`src/design/bdb_pkg.sv`:
```
// Package for the button debouncer: the input beat and result beat types
// and the widths shared by the stages. No dependencies.
`timescale 1ns / 1ps

package bdb_pkg;

    localparam int unsigned TIME_W   = 32;
    localparam int unsigned WINDOW_W = 16;
    localparam int unsigned COUNT_W  = 16;
    localparam int unsigned STATE_W  = 2;

    localparam logic [WINDOW_W-1:0] WINDOW_RESET = 16'd30;

    // One input beat: raw pin level (0 pressed) and the millisecond time.
    typedef struct packed {
        logic [TIME_W-1:0] now_ms;
        logic              raw_level;
    } bdb_item_t;

    // One result beat, taken after the state update.
    typedef struct packed {
        logic [COUNT_W-1:0] bounce_total;
        logic [STATE_W-1:0] machine_state;
        logic               pressed_stable;
    } bdb_result_t;

endpackage

```
`src/design/bdb_in_stage.sv`:
```
// Input register of the button debouncer: captures one beat from the slave
// side and holds it until the step logic takes it. Uses bdb_pkg.
`timescale 1ns / 1ps

module bdb_in_stage import bdb_pkg::*; (
    input  logic      aclk,
    input  logic      aresetn,
    input  logic      s_valid,
    output logic      s_ready,
    input  bdb_item_t s_item,
    input  logic      take,
    output logic      item_valid,
    output bdb_item_t item
);

    logic      valid_reg;
    logic      valid_next;
    bdb_item_t item_reg;

    // The register frees up in the same cycle that its beat moves on.
    assign s_ready = !valid_reg || take;

    always_comb begin
        valid_next = valid_reg;
        if (s_valid && s_ready) begin
            valid_next = 1'b1;
        end else if (take) begin
            valid_next = 1'b0;
        end
    end

    always_ff @(posedge aclk) begin
        if (!aresetn) begin
            valid_reg <= 1'b0;
        end else begin
            valid_reg <= valid_next;
        end
    end

    always_ff @(posedge aclk) begin
        if (s_valid && s_ready) begin
            item_reg <= s_item;
        end
    end

    assign item_valid = valid_reg;
    assign item       = item_reg;

endmodule

```
`src/design/bdb_step.sv`:
```
// Debounce state machine: the window register, the four-state machine, the
// window start time, the previous level and the bounce counter. Uses bdb_pkg.
`timescale 1ns / 1ps

module bdb_step import bdb_pkg::*; (
    input  logic                aclk,
    input  logic                aresetn,
    input  logic                cfg_valid,
    input  logic [WINDOW_W-1:0] cfg_data,
    input  logic                fire,
    input  bdb_item_t           item,
    output bdb_result_t         result
);

    typedef enum logic [STATE_W-1:0] {
        PH_IDLE        = 2'd0,
        PH_DEB_PRESS   = 2'd1,
        PH_PRESSED     = 2'd2,
        PH_DEB_RELEASE = 2'd3
    } phase_t;

    logic [WINDOW_W-1:0] window_reg;
    phase_t              phase_reg;
    phase_t              phase_next;
    logic [TIME_W-1:0]   start_reg;
    logic [TIME_W-1:0]   start_next;
    logic                prev_reg;
    logic [COUNT_W-1:0]  count_reg;
    logic [COUNT_W-1:0]  count_next;
    logic                stable_reg;
    logic                stable_next;
    logic [TIME_W-1:0]   elapsed;
    logic                window_done;
    logic                level_change;

    assign elapsed      = item.now_ms - start_reg;
    assign window_done  = elapsed >= {{(TIME_W-WINDOW_W){1'b0}}, window_reg};
    assign level_change = item.raw_level != prev_reg;

    always_comb begin
        phase_next  = phase_reg;
        start_next  = start_reg;
        count_next  = count_reg;
        stable_next = stable_reg;
        unique case (phase_reg)
            PH_IDLE: begin
                if (!item.raw_level && prev_reg) begin
                    phase_next = PH_DEB_PRESS;
                    start_next = item.now_ms;
                    count_next = count_reg + 1'b1;
                end
            end
            PH_DEB_PRESS: begin
                if (level_change) begin
                    count_next = count_reg + 1'b1;
                end
                if (window_done) begin
                    if (!item.raw_level) begin
                        phase_next  = PH_PRESSED;
                        stable_next = 1'b1;
                    end else begin
                        phase_next = PH_IDLE;
                    end
                end
            end
            PH_PRESSED: begin
                if (item.raw_level && !prev_reg) begin
                    phase_next = PH_DEB_RELEASE;
                    start_next = item.now_ms;
                    count_next = count_reg + 1'b1;
                end
            end
            PH_DEB_RELEASE: begin
                if (level_change) begin
                    count_next = count_reg + 1'b1;
                end
                if (window_done) begin
                    if (item.raw_level) begin
                        phase_next  = PH_IDLE;
                        stable_next = 1'b0;
                    end else begin
                        phase_next = PH_PRESSED;
                    end
                end
            end
        endcase
    end

    always_ff @(posedge aclk) begin
        if (!aresetn) begin
            window_reg <= WINDOW_RESET;
            phase_reg  <= PH_IDLE;
            start_reg  <= '0;
            prev_reg   <= 1'b1;
            count_reg  <= '0;
            stable_reg <= 1'b0;
        end else begin
            if (cfg_valid) begin
                window_reg <= cfg_data;
            end
            if (fire) begin
                phase_reg  <= phase_next;
                start_reg  <= start_next;
                prev_reg   <= item.raw_level;
                count_reg  <= count_next;
                stable_reg <= stable_next;
            end
        end
    end

    // The result carries the state as it stands after this beat's update.
    assign result.pressed_stable = stable_next;
    assign result.machine_state  = phase_next;
    assign result.bounce_total   = count_next;

    // The debounced level is set exactly in the pressed half of the machine.
    a_stable_matches_phase: assert property (@(posedge aclk) disable iff (!aresetn)
        stable_reg == (phase_reg == PH_PRESSED || phase_reg == PH_DEB_RELEASE))
        else $error("debounced level disagrees with machine state");

    // The counter moves by at most one per beat and never without a beat.
    a_count_step: assert property (@(posedge aclk) disable iff (!aresetn)
        ##1 $past(aresetn) |->
        (count_reg == $past(count_reg) ||
         (count_reg == $past(count_reg) + 1'b1 && $past(fire))))
        else $error("bounce counter moved unexpectedly");

    // A new window start is recorded only on entering a debounce state.
    a_start_on_entry: assert property (@(posedge aclk) disable iff (!aresetn)
        ##1 $past(aresetn) && start_reg != $past(start_reg) |->
        (phase_reg == PH_DEB_PRESS || phase_reg == PH_DEB_RELEASE))
        else $error("window start changed outside a window entry");

endmodule

```
`src/design/bdb_out_stage.sv`:
```
// Result register of the button debouncer: holds one result beat for the
// master side while the next item is already being taken. Uses bdb_pkg.
`timescale 1ns / 1ps

module bdb_out_stage import bdb_pkg::*; (
    input  logic        aclk,
    input  logic        aresetn,
    input  logic        item_valid,
    input  bdb_result_t result,
    output logic        take,
    output logic        m_valid,
    input  logic        m_ready,
    output bdb_result_t m_result
);

    logic        valid_reg;
    logic        valid_next;
    bdb_result_t result_reg;

    // A beat moves in when the register is empty or is emptied this cycle.
    assign take = item_valid && (!valid_reg || m_ready);

    always_comb begin
        valid_next = valid_reg;
        if (take) begin
            valid_next = 1'b1;
        end else if (m_ready) begin
            valid_next = 1'b0;
        end
    end

    always_ff @(posedge aclk) begin
        if (!aresetn) begin
            valid_reg <= 1'b0;
        end else begin
            valid_reg <= valid_next;
        end
    end

    always_ff @(posedge aclk) begin
        if (take) begin
            result_reg <= result;
        end
    end

    assign m_valid  = valid_reg;
    assign m_result = result_reg;

endmodule

```
`src/design/button_debounce_fsm.sv`:
```
// Top level of the timed button debouncer with a bounce counter.
// Depends on bdb_pkg, bdb_in_stage, bdb_step and bdb_out_stage.
//
//   Channel  Direction  Payload (lowest bit first)
//   s_       in         raw_level[0], now_ms[32:1], zero pad[39:33]
//   m_       out        pressed_stable[0], machine_state[2:1],
//                       bounce_total[18:3], zero pad[23:19]
//   cfg_     in         window_ms[15:0]
//
// Every input beat yields one result beat, and while m_tready is high a new
// beat can be accepted in every cycle. The whole update is one pass through
// the state machine between the input and result registers.
// Reset (aresetn low, synchronous) empties both registers, puts the machine in
// idle with a released previous level and sets the window to 30 ms.
// While m_tready is low the result is held and the input register fills; after
// that s_tready drops until the result is taken.
`timescale 1ns / 1ps

module button_debounce_fsm import bdb_pkg::*; (
    input  logic                aclk,
    input  logic                aresetn,
    // Input stream.
    input  logic                s_tvalid,
    output logic                s_tready,
    input  logic [39:0]         s_tdata,   // raw_level, now_ms, pad
    // Result stream.
    output logic                m_tvalid,
    input  logic                m_tready,
    output logic [23:0]         m_tdata,   // pressed_stable, machine_state, bounce_total, pad
    // Debounce window register, in milliseconds.
    input  logic                cfg_valid,
    output logic                cfg_ready,
    input  logic [WINDOW_W-1:0] cfg_data
);

    bdb_item_t   s_item;
    bdb_item_t   item;
    logic        item_valid;
    logic        take;
    bdb_result_t result;
    bdb_result_t m_result;

    // The window register can be written in any cycle; the user writes it only
    // while the block holds no beat.
    assign cfg_ready = 1'b1;

    assign s_item.raw_level = s_tdata[0];
    assign s_item.now_ms    = s_tdata[TIME_W:1];

    bdb_in_stage u_in_stage (
        .aclk       (aclk),
        .aresetn    (aresetn),
        .s_valid    (s_tvalid),
        .s_ready    (s_tready),
        .s_item     (s_item),
        .take       (take),
        .item_valid (item_valid),
        .item       (item)
    );

    // The state advances exactly when a beat moves into the result register.
    bdb_step u_step (
        .aclk      (aclk),
        .aresetn   (aresetn),
        .cfg_valid (cfg_valid),
        .cfg_data  (cfg_data),
        .fire      (take),
        .item      (item),
        .result    (result)
    );

    bdb_out_stage u_out_stage (
        .aclk       (aclk),
        .aresetn    (aresetn),
        .item_valid (item_valid),
        .result     (result),
        .take       (take),
        .m_valid    (m_tvalid),
        .m_ready    (m_tready),
        .m_result   (m_result)
    );

    assign m_tdata = {5'b0, m_result.bounce_total, m_result.machine_state,
                      m_result.pressed_stable};

endmodule
```
`config.mk`:
```
export PLATFORM = sky130hd
export DESIGN_NAME = button_debounce_fsm
export DESIGN_NICKNAME = d
export VERILOG_FILES = /design/src/design/bdb_pkg.sv /design/src/design/bdb_in_stage.sv /design/src/design/bdb_step.sv /design/src/design/bdb_out_stage.sv /design/src/design/button_debounce_fsm.sv
export SDC_FILE = /design/constraint.sdc
export NUM_CORES = 1
export LEC_CHECK = 0
export BUFFER_PORTS_ARGS = -buffer_cell sky130_fd_sc_hd__buf_2
export CAP_MARGIN = 15
export CORE_AREA = 2 2 123 125
export DETAILED_ROUTE_END_ITERATION = 8
export DIE_AREA = 0 0 125 127
export PLACE_DENSITY_LB_ADDON = 0.15
export SYNTH_ARGS = -nofsm -noshare
export SYNTH_HDL_FRONTEND = slang
export SYNTH_SLANG_ARGS = --single-unit
```
`constraint.sdc`:
```
create_clock -name aclk -period 9.5 [get_ports aclk]
set_clock_uncertainty 0.1 [all_clocks]
set_input_delay 1.425 -clock aclk [delete_from_list [all_inputs] [get_ports aclk]]
set_output_delay 1.425 -clock aclk [all_outputs]
set_load 0.01 [all_outputs]
```
==> results of run 1 <==
[worst min-delay path: stages (launching register included)]
cell and delay, ps:
dfxtp_1 300, nand2_1 50, a21oi_1 50
[metrics by stage]
step | total power, mW | hold slack [ps] | cells | worst slack (ps)
2_1_floorplan | 0.769 | 336 | 790 | 5140
3_3_place_gp | 0.821 | 342 | 1009 | 4560
3_5_place_dp | 0.826 | 348 | 1009 | 4560
4_1_cts | 1.46 | 356 | 1041 | 4530
5_1_grt | 1.52 | 377 | 1041 | 4230
6_report | 1.45 | 353 | 1041 | 4570
[power groups by stage]
| stage | clock network (mW) | registers (mW) | logic [mW] |
|---|---|---|---|
| 6_report | 0.637 | 0.584 | 0.231 |
| 4_1_cts | 0.647 | 0.584 | 0.232 |
| 3_5_place_dp | 0 | 0.595 | 0.231 |
| 2_1_floorplan | 0 | 0.594 | 0.174 |
| 3_3_place_gp | 0 | 0.594 | 0.226 |
| 5_1_grt | 0.674 | 0.587 | 0.261 |
[area by class of cell]
| class | count | area (sq um) | area share (%) |
|---|---|---|---|
| well taps | 184 | 230 | 2.84 |
| inverters | 63 | 236 | 2.91 |
| clock inverters | 13 | 144 | 1.77 |
| flip-flops and latches | 122 | 2960 | 36.5 |
| multi-input cells | 562 | 3700 | 45.6 |
| repair buffers | 78 | 400 | 4.93 |
| clock buffers | 19 | 443 | 5.46 |
[path summary, 6_finish.rpt]
path                                                         from                           endpoint  slack [ps]  depth (start not counted)
worst max register to register       u_in_stage.item[1]$_DFFE_PP_  u_out_stage.m_result[0]$_DFFE_PP_        4570                         20
worst min-delay path            u_step.start_reg[17]$_SDFFE_PN0P_  u_step.start_reg[17]$_SDFFE_PN0P_         350                          2
worst max-delay path                 u_in_stage.item[1]$_DFFE_PP_  u_out_stage.m_result[0]$_DFFE_PP_        4570                         20
worst min register to register  u_step.start_reg[17]$_SDFFE_PN0P_  u_step.start_reg[17]$_SDFFE_PN0P_         350                          2
[per-layer routing]
| metal | vias up | share of wire [%] | routed length [um] | GRT usage, % |
|---|---|---|---|---|
| met5 | - | 0 | 0 | 0 |
| met4 | 0 | 2.0 | 319 | 7.71 |
| met3 | 23 | 4.2 | 669 | 4.56 |
| met2 | 134 | 47 | 7390 | 32.9 |
| met1 | 2645 | 47 | 7410 | 26.2 |
| li1 | 2854 | - | - | - |
[logic make-up after synthesis]
logic type / synth area share (%)
flops: 41.6
compound gates: 17.4
fa+ha+maj: 9.05
buf+inv: 6.83
simple gates: 16.6
mux: 2.74
other cells: 0.105
xor+xnor: 5.76
[Yosys cell counts (4+ instances only)]
| cell | instances |
|---|---|
| a2111oi_0 | 4 |
| a211oi_1 | 5 |
| a21o_1 | 14 |
| a21oi_1 | 73 |
| a21oi_2 | 5 |
| a31oi_1 | 5 |
| and2_1 | 6 |
| and3_1 | 7 |
| buf_2 | 5 |
| buf_4 | 14 |
| buf_6 | 4 |
| clkbuf_1 | 20 |
| dfxtp_1 | 70 |
| edfxtp_1 | 52 |
| ha_1 | 50 |
| inv_1 | 63 |
| mux2i_1 | 15 |
| nand2_1 | 116 |
| nand2b_1 | 4 |
| nand3_1 | 18 |
| nand4_1 | 13 |
| nor2_1 | 50 |
| nor2b_1 | 4 |
| nor3_1 | 11 |
| o2111ai_1 | 5 |
| o211ai_1 | 9 |
| o21a_1 | 9 |
| o21ai_0 | 26 |
| o31ai_1 | 4 |
| or3_1 | 7 |
| xnor2_1 | 21 |
| xor2_1 | 24 |
[layout by cell type (no fill, tap or decap), types with 6 or more instances in the layout]
cell	n
o211ai_1	9
edfxtp_1	52
xnor2_1	21
xor2_1	24
conb_1	6
nand2_1	116
nand4_1	13
a21oi_1	73
a21o_1	14
nor2_1	50
clkbuf_16	17
and2_1	6
inv_1	62
or3_1	7
dfxtp_1	70
nand3_1	18
and3_1	7
o21a_1	9
nor3_1	10
buf_2	74
ha_1	50
o21ai_0	26
mux2i_1	15
==> results by group, run 1 <==
Power and ir drop
  • Max IR drop VDD: 0.000129 V
  • Leak: 3.23 nW
  • P per Cell Area: 179 nW/um^2
  • Combinational power share: 15.9%
  • Reg power frac: 40.2%
  • P_int: 1.06 mW
  • Switch share: 27.1%
  • Switching power: 393 uW
  • Clk pwr share: 43.8%

Timing
  • Worst slew pin tran: 1050 ps
  • Crit path time final: 4930 ps
  • Fin. max-slew vios: 0
  • Hold Fails Final Rpt: 0
  • # setup viols final: 0
  • Max Clk Rate: 203 MHz
  • Max_slew headroom: 29.6%
  • Final period utilization: 51.9%
  • RSZ-0062 raised after global routing: no
  • Setup TNS: 0 ps

Synth
  • Area contributors post-synth: edfxtp_1 (22%), dfxtp_1 (20%), ha_1 (8.8%)
  • Register bit count reported by yosys: 122
  • Seq/Total Area, Yosys: 41.6%
  • Syn avg cell area: 9.07 sq um
  • Async set-or-reset flop fraction in the synthesized netlist: 0%
  • Count of cell types in the netlist: 68
  • Area leader, netlist: edfxtp_1
  • Mapped Cells: 786
  • Post-synth EDFFs: 52
  • Top cell type's share of synthesized area: 21.9%
  • Post-Synthesis Cell Area: 7130 sq um
  • Synth warn: 0
  • Top FF cell, synth: dfxtp_1

Critical path
  • Worst Setup Start Kind: flop
  • Worst path buffer plus inverter count: 1
  • Worst-path maximum fanout: 5
  • Crit-path cells: inv_1 > ha_1 > fa_1 > and2b_1 > o2111ai_2 > a21oi_4 > nor2_2 > o21ai_0 > a21boi_0 > xnor2_1 > ha_1 > a21oi_1 > o22ai_1 > a211oi_1 > o2111ai_1 > a2111oi_2 > nand4b_1 > or4_4 > nand3_1 > nand3_1
  • CP required: 9560 ps
  • Worst EP arrival: 4990 ps
  • Critical Path Max Stage Delay: 550 ps
  • Family with the most delay on the worst path: compound AO/OA/AOI/OAI gates
  • CP Class: reg -> reg
  • Slowest cell on the critical path: or4_4
  • Setup crit end kind: flop

Final layout
  • Largest register FFs: 33
  • Filler Cell Count: 1287
  • Layout Nets: 956
  • Final core utilization: 56.3%
  • Layout cell share with drive strength beyond 1: 16.2%
  • Syn-to-layout area delta: 13.8%
  • Antenna cell count: 0
  • Final instance area: 8120 sq um

Clock tree
  • CTS Buffer Depth: 2
  • Sink Count: 122
  • H-tree lvl count: 4
  • Hold_buf cts: 0
  • Cts repair resizes: 0
  • CTS Root Cell: clkbuf_16
  • # Post-CTS Setup Buffers: 0
  • Clock transition at path regs: 60 ps
  • TritonCTS clock tree: built
  • Worst skew pair latency: 420 ps
  • CTS Buf Count: 17

Placement
  • PortBufs: 74
  • DP Area: 7530 sq um
  • Final RePlAce weighted congestion: 0.891
  • HPWL after detailed placement: 11400 um

Drt
  • Drt first pass iters: 6
  • Antenna Violating Nets Remaining: 0
  • Detailed-route wire length: 15800 um
  • Post-route DRC: 0
  • Via count: 5656
  • WL per Instance: 15.2 um
  • DRT iter0 DRCs: 370
  • Via/cell ratio: 5.43

Worst hold path
  • Worst min path class: reg -> reg

Global route
  • Vias in the first global route: 5266
  • First-pass GRT wire length: 25700 um
  • Antenna violations before repair: 0
  • Total gr overflow: 0
  • Largest net degree at the start of global routing: 48
  • Overall Global Routing Usage: 20.1%

Floorplanning
  • Initial core utilization: 49.4%
  • Core area: 14400 sq um
  • Row count: 44
  • # IOs: 88
  • Die span in y: 127 um
  • Die Footprint: 15900 sq um
  • Die Wd: 125 um

Job
  • Max-Cap Viols: 0

Outcome
  • Status: finished clean
No activity file was read; power rests on OpenSTA's default activity.
==> inputs of run 2 (changes only) <==
- clock period: 9.5 -> 4.9 ns (I/O delays scaled with it)
==> run 2 against run 1 <==
Via count rose by 1.3%; routed wire length rose by 2.3%; non-clock buffer count rose by 5; flip-flop and latch count did not move; critical endpoint unchanged; critical path depth did not move; combinational power rose by 97%; core utilization rose by 0.34 points; critical path type unchanged; final cell count rose by 0.48%; cell area rose by 0.60%.
==> results by group, run 2 (same netlist as run 1, synthesis figures left out) <==
Outcome
  • Status: finished clean

Global route
  • Total gr overflow: 0 (unchanged)
  • Antenna violations before repair: 0 (unchanged)
  • Largest net degree at the start of global routing: 40 (-17%)
  • Vias in the first global route: 5541 (+5.2%)
  • First-pass GRT wire length: 27200 um (+5.8%)
  • Overall Global Routing Usage: 21.2% (+1.0 points)

Critical path
  • Slowest cell on the critical path: or4_4
  • Setup crit end kind: flop
  • Worst EP arrival: 4650 ps (-340 ps)
  • Crit-path cells: inv_1 > ha_1 > fa_1 > and2b_1 > o2111ai_2 > a21oi_4 > nor2_2 > o21ai_2 > a21boi_0 > xnor2_1 > ha_1 > a21oi_1 > o22ai_1 > a211oi_1 > o2111ai_1 > a2111oi_2 > nand4b_1 > or4_4 > nand3_1 > nand3_1
  • CP required: 4960 ps (-4600 ps)
  • R2r startpoint: u_in_stage.item[1]$_DFFE_PP_
  • Worst Setup Start Kind: flop
  • Family with the most delay on the worst path: compound AO/OA/AOI/OAI gates
  • Flop2flop setup slack: 310 ps (-4260 ps)
  • Reg2Reg Depth: 20 (unchanged)
  • Worst path buffer plus inverter count: 1 (unchanged)
  • CP Class: reg -> reg
  • Worst-path maximum fanout: 3 (-2)
  • CP Launch Point: u_in_stage.item[1]$_DFFE_PP_
  • Critical Path Max Stage Delay: 520 ps (-30 ps)
  • R2r endpoint: u_out_stage.m_result[0]$_DFFE_PP_

Power and ir drop
  • Tot Pwr: 2.84 mW (+95%)
  • P per Cell Area: 348 nW/um^2 (+94%)
  • Max IR drop VDD: 0.000240 V (+86%)
  • Leak: 3.25 nW (+0.79%)

Drt
  • Antenna Violating Nets Remaining: 0 (unchanged)
  • Via count: 5727 (+1.3%)
  • Via/cell ratio: 5.48 (+0.77%)
  • Drt first pass iters: 5 (-1)
  • Detailed-route wire length: 16200 um (+2.3%)
  • WL per Instance: 15.4 um (+1.8%)
  • DRT iter0 DRCs: 332 (-10%)
  • Post-route DRC: 0 (unchanged)

Clock tree
  • Clock transition at path regs: 50 ps (about the same)
  • CTS Buffer Depth: 2 (unchanged)
  • TritonCTS clock tree: built
  • Worst skew pair latency: 430 ps (about the same)
  • H-tree lvl count: 4 (unchanged)
  • CTS Buf Count: 17 (unchanged)
  • CTS Root Cell: clkbuf_16
  • Sink Count: 122 (unchanged)

Timing
  • Hold Fails Final Rpt: 0 (unchanged)
  • Final hold slack: 353 ps (-0.306 ps)
  • Max_slew headroom: 30.6% (+0.92 points)
  • Max Clk Rate: 218 MHz (+7.4%)
  • Fin. max-slew vios: 0 (unchanged)
  • # setup viols final: 0 (unchanged)
  • Final period utilization: 93.7% (+42 points)
  • Crit path time final: 4590 ps (-338 ps)
  • Worst slew pin tran: 1040 ps (-13.8 ps)

Worst hold path
  • Hold Path Cell Cnt: 2 (unchanged)
  • Min-Delay Endpoint: u_step.start_reg[16]$_SDFFE_PN0P_
  • Worst min path class: reg -> reg
  • Worst hold start: u_step.start_reg[16]$_SDFFE_PN0P_

Placement
  • PortBufs: 74 (unchanged)
  • Final RePlAce weighted congestion: 0.864 (-2.9%)
  • HPWL after detailed placement: 11600 um (+1.6%)
  • Placed instance count: 1010 (+0.099%)

Floorplanning
  • Row count: 44 (unchanged)
  • # IOs: 88 (unchanged)
  • Core area: 14400 sq um (unchanged)
  • Die Footprint: 15900 sq um (unchanged)
  • Die span in y: 127 um (unchanged)
  • Die Wd: 125 um (unchanged)
  • Initial core utilization: 49.4% (unchanged)

Final layout
  • Largest register FFs: 33 (unchanged)
  • Final core utilization: 56.6% (+0.34 points)
  • Layout cell share with drive strength beyond 1: 16.7% (+0.49 points)
  • Syn-to-layout area delta: 14.5%
  • Final Non-Filler Cells: 1046 (+0.48%)
  • Most common cell after layout, fill and taps aside: nand2_1
  • Antenna cell count: 0 (unchanged)
  • Layout Nets: 961 (+0.52%)
  • Most frequent cells in the layout: nand2_1 (116), buf_2 (74), a21oi_1 (73), dfxtp_1 (70), inv_1 (62)

Job
  • Max-Cap Viols: 0 (unchanged)
-- run 2: worst register-to-register path: stages (launching register included) --
cell and delay (ps):
edfxtp_1 350, inv_1 50, ha_1 220, fa_1 410, and2b_1 250, o2111ai_2 160
a21oi_4 230, nor2_2 100, o21ai_2 160, a21boi_0 130, xnor2_1 150, ha_1 300
a21oi_1 170, o22ai_1 100, a211oi_1 210, o2111ai_1 160, a2111oi_2 240, nand4b_1 190
or4_4 520, nand3_1 100, nand3_1 70
-- run 2: routing by layer --
metal	up-vias	wire [um]	track usage, %
met2	153	7630	34.8
met1	2680	7380	27.2
met4	0	350	7.45
li1	2871	-	-
met3	23	797	5.49
met5	-	0	0
-- run 2: metrics by stage --
| stage | TNS [ps] | area, sq um | setup WS, ps |
|---|---|---|---|
| global placement | 0 | 7540 | 244 |
| global route | -14.4 | 8170 | -14.4 |
| detailed placement | 0 | 7540 | 123 |
| floorplan | 0 | 7150 | 542 |
| CTS | 0 | 8130 | 81.8 |
| finish | 0 | 8170 | 310 |
-- run 2: worst max-delay path by stage --
stage	cells after the start	to
4_1_cts	21	u_step.stable_reg$_SDFFE_PN0P_
5_1_grt	20	u_out_stage.m_result[0]$_DFFE_PP_
6_report	20	u_out_stage.m_result[0]$_DFFE_PP_
3_3_place_gp	20	u_out_stage.m_result[0]$_DFFE_PP_
2_1_floorplan	20	u_out_stage.m_result[0]$_DFFE_PP_
3_5_place_dp	21	u_step.stable_reg$_SDFFE_PN0P_
-- run 2: where the power goes --
part	internal [mW]	total (mW)	switching (mW)
sequential	1.11	1.13	0.0238
combinational	0.181	0.455	0.274
clock	0.780	1.25	0.471
-- run 2: repair_timing --
item / 4_1_cts / 5_1_grt
endpoints found under the setup margin: 0 / 6
gates resized for setup: 0 / 2
buffers inserted: 0 / 4
hold buffers: 0 / 0
-- run 2: layout make-up --
cell class / instances / area, sq um
Tap cell: 184 / 230
Clock inverter: 13 / 140
Fill cell: 1289 / 6260
Multi-Input combinational cell: 562 / 3700
Clock buffer: 19 / 454
Sequential cell: 122 / 2960
Timing Repair Buffer: 83 / 438
Inverter: 63 / 236
==> inputs of run 3 (changes only) <==
- CTS_BUF_LIST: unset -> sky130_fd_sc_hd__clkbuf_4
- CTS_CLUSTER_SIZE: unset -> 24
==> run 3 against run 2 <==
Combinational power barely moved; first-iteration DRC count is 16% lower; global-route usage shrank 0.054 points; critical endpoint unchanged; highest routed layer unchanged.
==> results by group, run 3 (same netlist as run 1, synthesis figures left out) <==
Worst hold path
  • Worst min path class: in -> reg
  • Hold Path Cell Cnt: 1 (-1)
  • Worst hold start: s_tdata[3]

Clock tree
  • H-tree lvl count: 4 (unchanged)
  • Worst skew pair latency: 590 ps (+160 ps)
  • Sink Count: 122 (unchanged)
  • TritonCTS clock tree: built
  • Clock transition at path regs: 110 ps (+60 ps)
  • CTS Buffer Depth: 2 (unchanged)
  • CTS Buf Count: 17 (unchanged)
  • Hold_buf cts: 0 (unchanged)
  • CTS Root Cell: clkbuf_4

Global route
  • First-pass GRT wire length: 27000 um (-0.68%)
  • Antenna violations before repair: 1 (+1)
  • Overall Global Routing Usage: 21.1% (-0.054 points)
  • Vias in the first global route: 5479 (-1.1%)
  • Largest net degree at the start of global routing: 40 (unchanged)
  • Total gr overflow: 0 (unchanged)

Final layout
  • Layout cell share with drive strength beyond 1: 16.8% (+0.12 points)
  • Filler Cell Count: 1328 (+3.0%)
  • Syn-to-layout area delta: 10.5%
  • Largest register FFs: 33 (unchanged)
  • Layout Nets: 961 (unchanged)
  • Most common cell after layout, fill and taps aside: nand2_1
  • Most frequent cells in the layout: nand2_1 (116), buf_2 (74), a21oi_1 (73), dfxtp_1 (70), inv_1 (62)

Critical path
  • Reg2Reg Depth: 20 (unchanged)
  • Worst-path maximum fanout: 3 (unchanged)
  • R2r startpoint: u_in_stage.item[1]$_DFFE_PP_
  • CP Launch Point: u_in_stage.item[1]$_DFFE_PP_
  • Setup crit end kind: flop
  • Worst Setup Start Kind: flop
  • CP Class: reg -> reg
  • Worst EP arrival: 4830 ps (+180 ps)
  • CP required: 5110 ps (+150 ps)

Floorplanning
  • Initial core utilization: 49.4% (unchanged)
  • # IOs: 88 (unchanged)
  • Die Footprint: 15900 sq um (unchanged)
  • Die Wd: 125 um (unchanged)
  • Die span in y: 127 um (unchanged)
  • Core area: 14400 sq um (unchanged)
  • Row count: 44 (unchanged)

Timing
  • Worst slew pin tran: 1060 ps (+17.9 ps)
  • Final period utilization: 94.2% (+0.47 points)
  • Crit path time final: 4610 ps (+23.1 ps)
  • Max Clk Rate: 217 MHz (-0.50%)
  • Hold Fails Final Rpt: 0 (unchanged)
  • Fin. max-slew vios: 0 (unchanged)
  • Setup TNS: 0 ps (unchanged)
  • Max_slew headroom: 29.4% (-1.2 points)
  • # setup viols final: 0 (unchanged)
  • Final hold slack: 235 ps (-117 ps)

Drt
  • Detailed-route wire length: 16000 um (-1.1%)
  • Via count: 5687 (-0.70%)
  • Drt first pass iters: 5 (unchanged)
  • Antenna Violating Nets Remaining: 0 (unchanged)
  • Via/cell ratio: 5.43 (-0.79%)
  • DRT iter0 DRCs: 280 (-16%)
  • Post-route DRC: 0 (unchanged)
  • WL per Instance: 15.3 um (-1.2%)

Power and ir drop
  • Max IR drop VDD: 0.000172 V (-28%)
  • P per Cell Area: 299 nW/um^2 (-14%)
  • Leak: 3.13 nW (-3.9%)

Placement
  • Final RePlAce weighted congestion: 0.864 (unchanged)
  • HPWL after detailed placement: 11600 um (unchanged)
  • PortBufs: 74 (unchanged)

Job
  • Max-Cap Viols: 0 (unchanged)

Outcome
  • Status: finished clean
-- run 3: changes by cell type in the layout (fill, tap and decap cells not counted), sizes merged --
cell    delta
diode      +1
clkbuf     -1
bufinv     +1
-- run 3: routing by layer --
| layer | vias to the layer above | global-route usage (%) | wire [um] |
|---|---|---|---|
| met5 | - | 0 | 0 |
| met4 | 0 | 9.02 | 448 |
| met3 | 31 | 4.94 | 668 |
| met2 | 123 | 34.6 | 7490 |
| met1 | 2669 | 26.9 | 7380 |
| li1 | 2864 | - | - |
-- run 3: area by class of cell --
type / count / area (sq um) / share of cell area, %
clock inverters: 14 / 170 / 2.16
clock buffers: 18 / 135 / 1.71
repair buffers: 83 / 438 / 5.56
flip-flops and latches: 122 / 2960 / 37.6
diodes: 1 / 2.50 / 0.0318
multi-input cells: 562 / 3700 / 47.0
well taps: 184 / 230 / 2.92
inverters: 63 / 236 / 3.00
-- run 3: path summary, 6_finish.rpt --
| check | slack [ps] | to |
|---|---|---|
| max reg2reg | 290 | u_out_stage.m_result[0]$_DFFE_PP_ |
| min reg2reg | 360 | u_step.start_reg[16]$_SDFFE_PN0P_ |
| max | 290 | u_out_stage.m_result[0]$_DFFE_PP_ |
| min | 240 | u_in_stage.item[3]$_DFFE_PP_ |
-- run 3: critical path: stages (launching register included) --
cell and delay (ps):
edfxtp_1 370, inv_1 50, ha_1 220, fa_1 410
and2b_1 250, o2111ai_2 160, a21oi_4 230, nor2_2 100
o21ai_2 160, a21boi_0 130, xnor2_1 150, ha_1 300
a21oi_1 170, o22ai_1 90, a211oi_1 200, o2111ai_1 160
a2111oi_2 240, nand4b_1 190, or4_4 520, nand3_1 100
nand3_1 70
-- run 3: report_power, final --
group | switching, mW | internal (mW)
logic | 0.272 | 0.181
clock network | 0.414 | 0.361
registers | 0.0238 | 1.11
-- run 3: repair_timing --
action	4_1_cts	5_1_grt
resized for setup	0	2
setup buffers	0	4
endpoints found under the setup margin	0	6
-- run 3: through the flow --
step           worst slack, ps  instances  area [sq um]  power, mW  utilization (%)
2_1_floorplan              542        790          7150       1.49                -
3_3_place_gp               244       1010          7540       1.59             52.3
3_5_place_dp               123       1010          7540       1.61             52.3
4_1_cts                   66.2       1042          7840       2.39             54.4
5_1_grt                  -11.5       1047          7880       2.49             54.6
6_report                   287       1047          7880       2.36             54.6
